[config.mk]
export PLATFORM = sky130hd
export DESIGN_NAME = idle_gap_frame_receiver
export DESIGN_NICKNAME = d
export VERILOG_FILES = /design/src/rtl/core/igfr_pkg.sv /design/src/rtl/core/igfr_in_stage.sv /design/src/rtl/core/igfr_deframer.sv /design/src/rtl/core/idle_gap_frame_receiver.sv
export VERILOG_INCLUDE_DIRS = /design/src /design/src/rtl/core
export SDC_FILE = /design/constraint.sdc
export NUM_CORES = 1
export LEC_CHECK = 0
export BUFFER_PORTS_ARGS = -buffer_cell sky130_fd_sc_hd__buf_2
export CAP_MARGIN = 20
export CORE_AREA = 3 3 82 142
export CTS_CLUSTER_DIAMETER = 200
export CTS_CLUSTER_SIZE = 8
export DETAILED_ROUTE_END_ITERATION = 12
export DIE_AREA = 0 0 85 145
export GPL_TIMING_DRIVEN = 0
export SLEW_MARGIN = 20
export SYNTH_ARGS = -nofsm -noshare
export SYNTH_HDL_FRONTEND = slang
export SYNTH_HIERARCHICAL = 1
export SYNTH_SLANG_ARGS = --single-unit
export TNS_END_PERCENT = 30
[constraint.sdc]
create_clock -name clock -period 6.81 [get_ports clock]
set_input_delay 2.043 -clock clock [delete_from_list [all_inputs] [get_ports clock]]
set_output_delay 2.043 -clock clock [all_outputs]
set_load 0.005 [all_outputs]
[src/rtl/core/idle_gap_frame_receiver_macros.svh]
// Assertion macros used by the idle-gap frame receiver deframer.
`ifndef IDLE_GAP_FRAME_RECEIVER_MACROS_SVH
`define IDLE_GAP_FRAME_RECEIVER_MACROS_SVH

// Checks in the same cycle that the consequent holds whenever the antecedent holds.
`define IGFR_ASSERT_SAME(label, clk, rst, ante, cons, msg) \
   label: assert property (@(posedge clk) disable iff (rst) (ante) |-> (cons)) \
      else $error(msg);

// Checks in the following cycle that the consequent holds after the antecedent.
`define IGFR_ASSERT_NEXT(label, clk, rst, ante, cons, msg) \
   label: assert property (@(posedge clk) disable iff (rst) (ante) |=> (cons)) \
      else $error(msg);

`endif

[src/rtl/core/igfr_pkg.sv]
// Package with the item types and fixed constants of the idle-gap frame receiver.
`timescale 1ns / 1ps

package igfr_pkg;

   localparam int IDX_W  = 7;
   localparam int BYTE_W = 8;
   localparam int HEADER_BYTES = 2;

   localparam logic OP_TICK = 1'b0;
   localparam logic OP_BYTE = 1'b1;

   localparam logic [BYTE_W-1:0] IDLE_MAX = 8'hFF;
   localparam logic [BYTE_W-1:0] GAP_THRESHOLD_RESET = 8'd20;

   localparam int CSR_ADDR_W = 3;
   localparam int CSR_DATA_W = 32;
   localparam logic [CSR_ADDR_W-3:0] REG_GAP_THRESHOLD = 1'b0;

   typedef struct packed {
      logic              operation;
      logic [BYTE_W-1:0] rx_byte;
   } req_item_type;

   typedef struct packed {
      logic [IDX_W-1:0]  write_index;
      logic [BYTE_W-1:0] write_data;
      logic              frame_done;
   } rsp_item_type;

endpackage

[src/rtl/core/igfr_in_stage.sv]
// Input register stage that holds one item until the deframer takes it.
`timescale 1ns / 1ps

module igfr_in_stage (
   input  logic                  clock,
   input  logic                  reset,
   input  logic                  req_valid,
   output logic                  req_stall,
   input  igfr_pkg::req_item_type req_item,
   input  logic                  advance,
   output logic                  item_valid,
   output igfr_pkg::req_item_type item
);

   logic                   valid_ff;
   logic                   valid_in;
   igfr_pkg::req_item_type item_ff;
   logic                   accept;

   assign req_stall  = valid_ff && !advance;
   assign accept     = req_valid && !req_stall;
   assign item_valid = valid_ff;
   assign item       = item_ff;

   always_comb begin
      valid_in = valid_ff;
      if (accept) begin
         valid_in = 1'b1;
      end else if (advance) begin
         valid_in = 1'b0;
      end
   end

   always_ff @(posedge clock) begin
      if (reset) begin
         valid_ff <= 1'b0;
      end else begin
         valid_ff <= valid_in;
      end
      if (accept) begin
         item_ff <= req_item;
      end
   end

endmodule

[src/rtl/core/igfr_deframer.sv]
// Deframing state machine with idle counter and the result register.
`timescale 1ns / 1ps
`include "idle_gap_frame_receiver_macros.svh"

module igfr_deframer #(
   parameter int MSG_SIZE = 64
) (
   input  logic                   clock,
   input  logic                   reset,
   input  logic                   item_valid,
   input  igfr_pkg::req_item_type item,
   output logic                   advance,
   input  logic [igfr_pkg::BYTE_W-1:0] gap_threshold,
   output logic                   rsp_valid,
   input  logic                   rsp_stall,
   output igfr_pkg::rsp_item_type rsp_item
);

   localparam int LEN_W = $clog2(MSG_SIZE);
   localparam int POS_W = $clog2(MSG_SIZE + igfr_pkg::HEADER_BYTES);
   localparam logic [igfr_pkg::BYTE_W:0] MSG_LIM = (igfr_pkg::BYTE_W + 1)'(MSG_SIZE);
   localparam logic [POS_W-1:0] POS_HEADER = POS_W'(igfr_pkg::HEADER_BYTES);

   typedef enum logic [1:0] {
      ST_STANDBY,
      ST_OVERFLOW,
      ST_WAIT_LEN,
      ST_ACTIVE
   } status_type;

   status_type                   status_ff, status_in;
   logic [igfr_pkg::BYTE_W-1:0]  idle_ticks_ff, idle_ticks_in;
   logic [LEN_W-1:0]             frame_length_ff, frame_length_in;
   logic [POS_W-1:0]             byte_position_ff, byte_position_in;
   logic                         rsp_valid_ff, rsp_valid_in;
   igfr_pkg::rsp_item_type       rsp_item_ff, rsp_item_in;
   logic [POS_W-1:0]             frame_end;
   logic [POS_W-1:0]             next_position;
   logic                         last_byte;

   assign advance       = item_valid && (!rsp_valid_ff || !rsp_stall);
   assign rsp_valid     = rsp_valid_ff;
   assign rsp_item      = rsp_item_ff;
   assign frame_end     = POS_W'(frame_length_ff) + POS_HEADER;
   assign next_position = byte_position_ff + POS_W'(1);
   assign last_byte     = (next_position == frame_end);

   always_comb begin
      status_in        = status_ff;
      idle_ticks_in    = idle_ticks_ff;
      frame_length_in  = frame_length_ff;
      byte_position_in = byte_position_ff;
      rsp_valid_in     = rsp_valid_ff && rsp_stall;
      rsp_item_in      = rsp_item_ff;
      if (advance) begin
         if (item.operation == igfr_pkg::OP_TICK) begin
            if (idle_ticks_ff != igfr_pkg::IDLE_MAX) begin
               idle_ticks_in = idle_ticks_ff + 8'd1;
            end
         end else begin
            idle_ticks_in = '0;
            if (idle_ticks_ff > gap_threshold) begin
               rsp_valid_in             = 1'b1;
               rsp_item_in.write_index  = '0;
               rsp_item_in.write_data   = item.rx_byte;
               rsp_item_in.frame_done   = 1'b0;
               status_in                = ST_WAIT_LEN;
            end else begin
               unique case (status_ff)
                  ST_WAIT_LEN: begin
                     if ({1'b0, item.rx_byte} < MSG_LIM) begin
                        frame_length_in         = item.rx_byte[LEN_W-1:0];
                        rsp_valid_in            = 1'b1;
                        rsp_item_in.write_index = igfr_pkg::IDX_W'(1);
                        rsp_item_in.write_data  = item.rx_byte;
                        rsp_item_in.frame_done  = 1'b0;
                        byte_position_in        = POS_HEADER;
                        status_in               = ST_ACTIVE;
                     end else begin
                        status_in = ST_OVERFLOW;
                     end
                  end
                  ST_ACTIVE: begin
                     if (byte_position_ff < frame_end) begin
                        rsp_valid_in            = 1'b1;
                        rsp_item_in.write_index = igfr_pkg::IDX_W'(byte_position_ff);
                        rsp_item_in.write_data  = item.rx_byte;
                        rsp_item_in.frame_done  = last_byte;
                        byte_position_in        = next_position;
                        if (last_byte) begin
                           status_in = ST_STANDBY;
                        end
                     end
                  end
                  default: begin
                  end
               endcase
            end
         end
      end
   end

   always_ff @(posedge clock) begin
      if (reset) begin
         status_ff        <= ST_STANDBY;
         idle_ticks_ff    <= '0;
         frame_length_ff  <= '0;
         byte_position_ff <= '0;
         rsp_valid_ff     <= 1'b0;
      end else begin
         status_ff        <= status_in;
         idle_ticks_ff    <= idle_ticks_in;
         frame_length_ff  <= frame_length_in;
         byte_position_ff <= byte_position_in;
         rsp_valid_ff     <= rsp_valid_in;
      end
      rsp_item_ff <= rsp_item_in;
   end

   `IGFR_ASSERT_NEXT(a_done_ends_frame, clock, reset,
      advance && rsp_valid_in && rsp_item_in.frame_done,
      status_ff == ST_STANDBY, "Frame completed but receiver did not return to standby.")

   `IGFR_ASSERT_NEXT(a_byte_clears_idle, clock, reset,
      advance && item.operation == igfr_pkg::OP_BYTE,
      idle_ticks_ff == '0, "Idle counter not cleared by a received byte.")

   `IGFR_ASSERT_NEXT(a_idle_saturates, clock, reset,
      advance && item.operation == igfr_pkg::OP_TICK && idle_ticks_ff == igfr_pkg::IDLE_MAX,
      idle_ticks_ff == igfr_pkg::IDLE_MAX, "Idle counter wrapped past its maximum.")

   `IGFR_ASSERT_SAME(a_position_in_frame, clock, reset,
      status_ff == ST_ACTIVE,
      byte_position_ff <= frame_end, "Write position ran beyond the end of the frame.")

   `IGFR_ASSERT_NEXT(a_tick_gives_no_item, clock, reset,
      advance && item.operation == igfr_pkg::OP_TICK && !(rsp_valid_ff && rsp_stall),
      !rsp_valid_ff, "A timer tick produced a result item.")

endmodule

[src/rtl/core/idle_gap_frame_receiver.sv]
// Top level of the idle-gap frame receiver with its configuration registers.
//
// Channel   Direction  Handshake               Carries
// req       in         req_valid / req_stall   tick or received byte
// rsp       out        rsp_valid / rsp_stall   buffer write with frame done flag
// csr       in/out     psel, penable, pready   gap threshold register
//
// Each item is registered in the input register and is then resolved into the result
// register, so one item is taken per cycle when rsp_stall stays low.
// A stalled result holds the deframer, which in turn holds the input register.
// Reset is synchronous and sets the threshold to 20 and the receiver to standby.
`timescale 1ns / 1ps

module idle_gap_frame_receiver #(
   parameter int MSG_SIZE = 64
) (
   input  logic                               clock,
   input  logic                               reset,
   input  logic                               req_valid,
   output logic                               req_stall,
   input  igfr_pkg::req_item_type             req_item,
   output logic                               rsp_valid,
   input  logic                               rsp_stall,
   output igfr_pkg::rsp_item_type             rsp_item,
   input  logic                               psel,
   input  logic                               penable,
   input  logic                               pwrite,
   input  logic [igfr_pkg::CSR_ADDR_W-1:0]    paddr,
   input  logic [igfr_pkg::CSR_DATA_W-1:0]    pwdata,
   output logic [igfr_pkg::CSR_DATA_W-1:0]    prdata,
   output logic                               pready
);

   logic [igfr_pkg::BYTE_W-1:0] gap_threshold_ff, gap_threshold_in;
   logic                        item_valid;
   igfr_pkg::req_item_type      item;
   logic                        advance;
   logic                        reg_hit;

   assign pready  = 1'b1;
   assign reg_hit = (paddr[igfr_pkg::CSR_ADDR_W-1:2] == igfr_pkg::REG_GAP_THRESHOLD);
   assign prdata  = reg_hit ? igfr_pkg::CSR_DATA_W'(gap_threshold_ff) : '0;

   always_comb begin
      gap_threshold_in = gap_threshold_ff;
      if (psel && penable && pwrite && pready && reg_hit) begin
         gap_threshold_in = pwdata[igfr_pkg::BYTE_W-1:0];
      end
   end

   always_ff @(posedge clock) begin
      if (reset) begin
         gap_threshold_ff <= igfr_pkg::GAP_THRESHOLD_RESET;
      end else begin
         gap_threshold_ff <= gap_threshold_in;
      end
   end

   igfr_in_stage u_in_stage (
      .clock      (clock),
      .reset      (reset),
      .req_valid  (req_valid),
      .req_stall  (req_stall),
      .req_item   (req_item),
      .advance    (advance),
      .item_valid (item_valid),
      .item       (item)
   );

   igfr_deframer #(
      .MSG_SIZE (MSG_SIZE)
   ) u_deframer (
      .clock         (clock),
      .reset         (reset),
      .item_valid    (item_valid),
      .item          (item),
      .advance       (advance),
      .gap_threshold (gap_threshold_ff),
      .rsp_valid     (rsp_valid),
      .rsp_stall     (rsp_stall),
      .rsp_item      (rsp_item)
   );

endmodule

==> out/results.ini <==
[timing]
timing.final.crit_share = 0.7279
hold_ws_ns = 0.4508
hold_violations = 0
finalSetupViolCount = 0
rsz0062_at_grt = false
finalClockSkew_ns = 0.006001
max_slew.worst_pin.slew_ns = 0.7772
finalSetupTns_ns = 0
slew_headroom = 0.4808
min_period_ns = 4.957
max_freq_mhz = 201.7
slew_viol_final = 0

[grt]
grt_pass1_vias = 2351
globalRouteOverflowTotal = 0
track_usage = 0.1140
grt_max_degree = 16
antenna_found_initial = 0
grt_first_pass_wirelength_um = 11250

[clock_tree]
cts_buffers = 9
clk-insertion-delay-late_ns = 0.33
cts_tree = yes
postCtsResizedCells = 0
cts.clk_slew.worst_paths_ns = 0.05
clock_path_buffers = 2
htreeDepth = 3
holdBufCountCts = 0
root_buffer = clkbuf_16
post_cts_buffers = 0
cts.sinks = 58

[finish]
antenna_cells = 0
final_nets = 454
syn_to_final_growth_pct = 26.38
final_area_mm2 = 0.003993
drive_gt1_frac = 0.2744
nFillCells = 1061
final_cells = 520

[die]
initial_core_util = 0.2953
dieArea_mm2 = 0.01233
core_region_area_mm2 = 0.01070
ios = 102
die_w_um = 85
rows = 50
dieHeight_um = 145

[logic_synthesis]
synth_warnings = 6
synth_seq_cells = 58
avgSynthCellArea_um2 = 10.53
synth_cell_type_count = 50
synth_flop_cell = dfxtp_1
synth_edf_count = 25
synth-seq-area-share = 0.4467
postSynth.asyncResetShare = 0
synthCells = 300
synth_area_leaders = edfxtp_1 (24%), dfxtp_1 (21%), ha_1 (7.1%)
synth_top_area_share = 0.2376
yosys.area.top_type = edfxtp_1
syn_area_mm2 = 0.003159

[flow_run]
maxCapViolations = 0

[worst_setup_path]
critical-path-top-delay-family = compound AO/OA/AOI/OAI gates
crit_path_frequent_cell = buf_2
cp-start-kind = input pin
startpoint = rsp_stall
path_cells = buf_2 -> a21boi_0 -> nor2b_4 -> buf_2
cp.arrival_ns = 2.91
r2r-start = u_deframer/frame_length_ff[1]$_SDFFE_PP0P_
cp-end-kind = output port
critPathBufInv = 2
cp_max_fo = 4
cpPeakStageDelay_ns = 0.54
critical_path.slowest_cell = a21boi_0
setup.worst_path.class = input pin to output port
cp.required_ns = 4.77

[power_and_ir_drop]
p_leak_nw = 1.779
ir_drop_uv = 150.9
power_density_mw_per_mm2 = 224.8
power.total_w = 0.0008974

[place]
post_dp_cell_area_mm2 = 0.003674
portBuffers = 50
post-place-cells = 504
dp_hpwl_um = 5019
gp_congestion = 0.7835

[run_status]
outcome = completed

[detailed_routing]
post_drt_wl_per_cell_um = 12.81
dr.pass1.iters = 4
vias = 2325
ant_nets = 0
routed_wl_um = 6662
drc = 0
drt_iter0_markers = 88
via_per_inst = 4.471

[hold_path]
hold_class = flop to flop
min-delay-start = u_in_stage/item[1]$_DFFE_PP_

## synthesized netlist by cell type (2+ instances only)
master	n
conb_1	2
and3_1	4
nand3b_1	3
nor2b_1	7
o21a_1	3
a31oi_1	3
xnor2_1	7
nor3_1	7
o211ai_1	2
nand4b_1	2
ha_1	18
nand2b_1	16
or3_1	2
mux2i_1	14
dfxtp_1	33
and2_1	7
a21oi_1	12
and2b_2	8
inv_1	15
nor2_1	19
nand4_1	7
buf_4	25
clkbuf_1	3
xor2_1	7
edfxtp_1	25
o21bai_1	2
o21ai_0	9
nand2_1	8
xnor3_1	2
nand3_1	8
## cells by family after synthesis
| group | synth area share |
|---|---|
| other | 0.002377 |
| flip-flops | 0.4467 |
| AND/OR/NAND/NOR | 0.2071 |
| buffers and inverters | 0.08594 |
| adder cells (fa/ha/maj) | 0.07129 |
| XOR/XNOR | 0.06059 |
| AO/OA/AOI/OAI | 0.08159 |
| multiplexers | 0.04436 |
## state kept, by name, summed over array words and instances, names as in the netlist
register and flops:
gap_threshold_ff 8, u_deframer/byte_position_ff 7, u_deframer/frame_length_ff 6, u_deframer/idle_ticks_ff 8
u_deframer/rsp_item 16, u_deframer/rsp_valid 1, u_deframer/status_ff 2, u_in_stage/item 9
u_in_stage/item_valid 1
## path summary, 6_finish.rpt
check,endpoint,slack [ns],depth (start not counted)
worst max-delay path,req_stall,1.85,4
worst min-delay path,u_deframer/rsp_item[2]$_DFFE_PP_,0.45,0
worst max register to register,u_deframer/rsp_item[7]$_DFFE_PP_,3.82,9
worst min register to register,u_deframer/rsp_item[2]$_DFFE_PP_,0.45,0
## cell type report
| cell class | count | area, µm² | share of cell area |
|---|---|---|---|
| clock inverters | 6 | 80.08 | 0.02006 |
| inverters | 15 | 56.30 | 0.01410 |
| flip-flops and latches | 58 | 1411 | 0.3535 |
| multi-input cells | 220 | 1567 | 0.3924 |
| clock buffers | 10 | 239.0 | 0.05986 |
| well taps | 130 | 162.7 | 0.04074 |
| repair buffers | 51 | 261.5 | 0.06550 |
| plain buffers | 30 | 215.2 | 0.05390 |
## worst register-to-register path, stage by stage (launching register included)
cell	delay, ns
dfxtp_1	0.45
ha_1	0.22
nand3_1	0.09
xor2_1	0.27
ha_1	0.32
a21oi_1	0.17
o2111ai_1	0.14
o31a_1	0.35
a21oi_2	0.46
buf_6	0.23
## per-layer routing
| metal | track usage | vias to the layer above | wire length [µm] |
|---|---|---|---|
| met5 | 0 | - | 0 |
| met4 | 0.07290 | 0 | 243 |
| met3 | 0.01932 | 16 | 322 |
| met2 | 0.2076 | 68 | 3547 |
| met1 | 0.1156 | 1067 | 2548 |
| li1 | - | 1174 | - |
## through the flow
stage | worst slack, ns | utilization
6_report | 1.853 | 0.3732
5_1_grt | 1.798 | 0.3732
4_1_cts | 1.850 | 0.3732
3_5_place_dp | 1.852 | 0.3434
3_3_place_gp | 1.863 | 0.3420
2_1_floorplan | 2.228 | -
## placed cells by master, fill, tap and decap left out, drive strengths merged, types with 3 or more instances in the layout
| master | count |
|---|---|
| ha | 18 |
| and3 | 5 |
| nand4 | 8 |
| nor2b | 8 |
| nand3 | 8 |
| dfxtp | 33 |
| clkbuf | 13 |
| buf | 78 |
| and2 | 7 |
| o211ai | 3 |
| and2b | 8 |
| xnor2 | 7 |
| nor2 | 19 |
| xor2 | 7 |
| nand3b | 4 |
| edfxtp | 25 |
| nor3 | 7 |
| inv | 15 |
| conb | 25 |
| mux2i | 14 |
| clkinv | 3 |
| a21oi | 12 |
| nand2b | 16 |
| nand2 | 8 |
| o21a | 3 |
| o21ai | 9 |
| a31oi | 3 |
## where the power goes
group,internal (W),total [W],switching [W]
Sequential,0.000369,0.000372,0.00000364
Clock,0.000326,0.000479,0.000153
Combinational,0.0000241,0.0000461,0.0000220
Total,0.000719,0.000897,0.000178
Note: power is estimated with default switching activity, not from simulation.
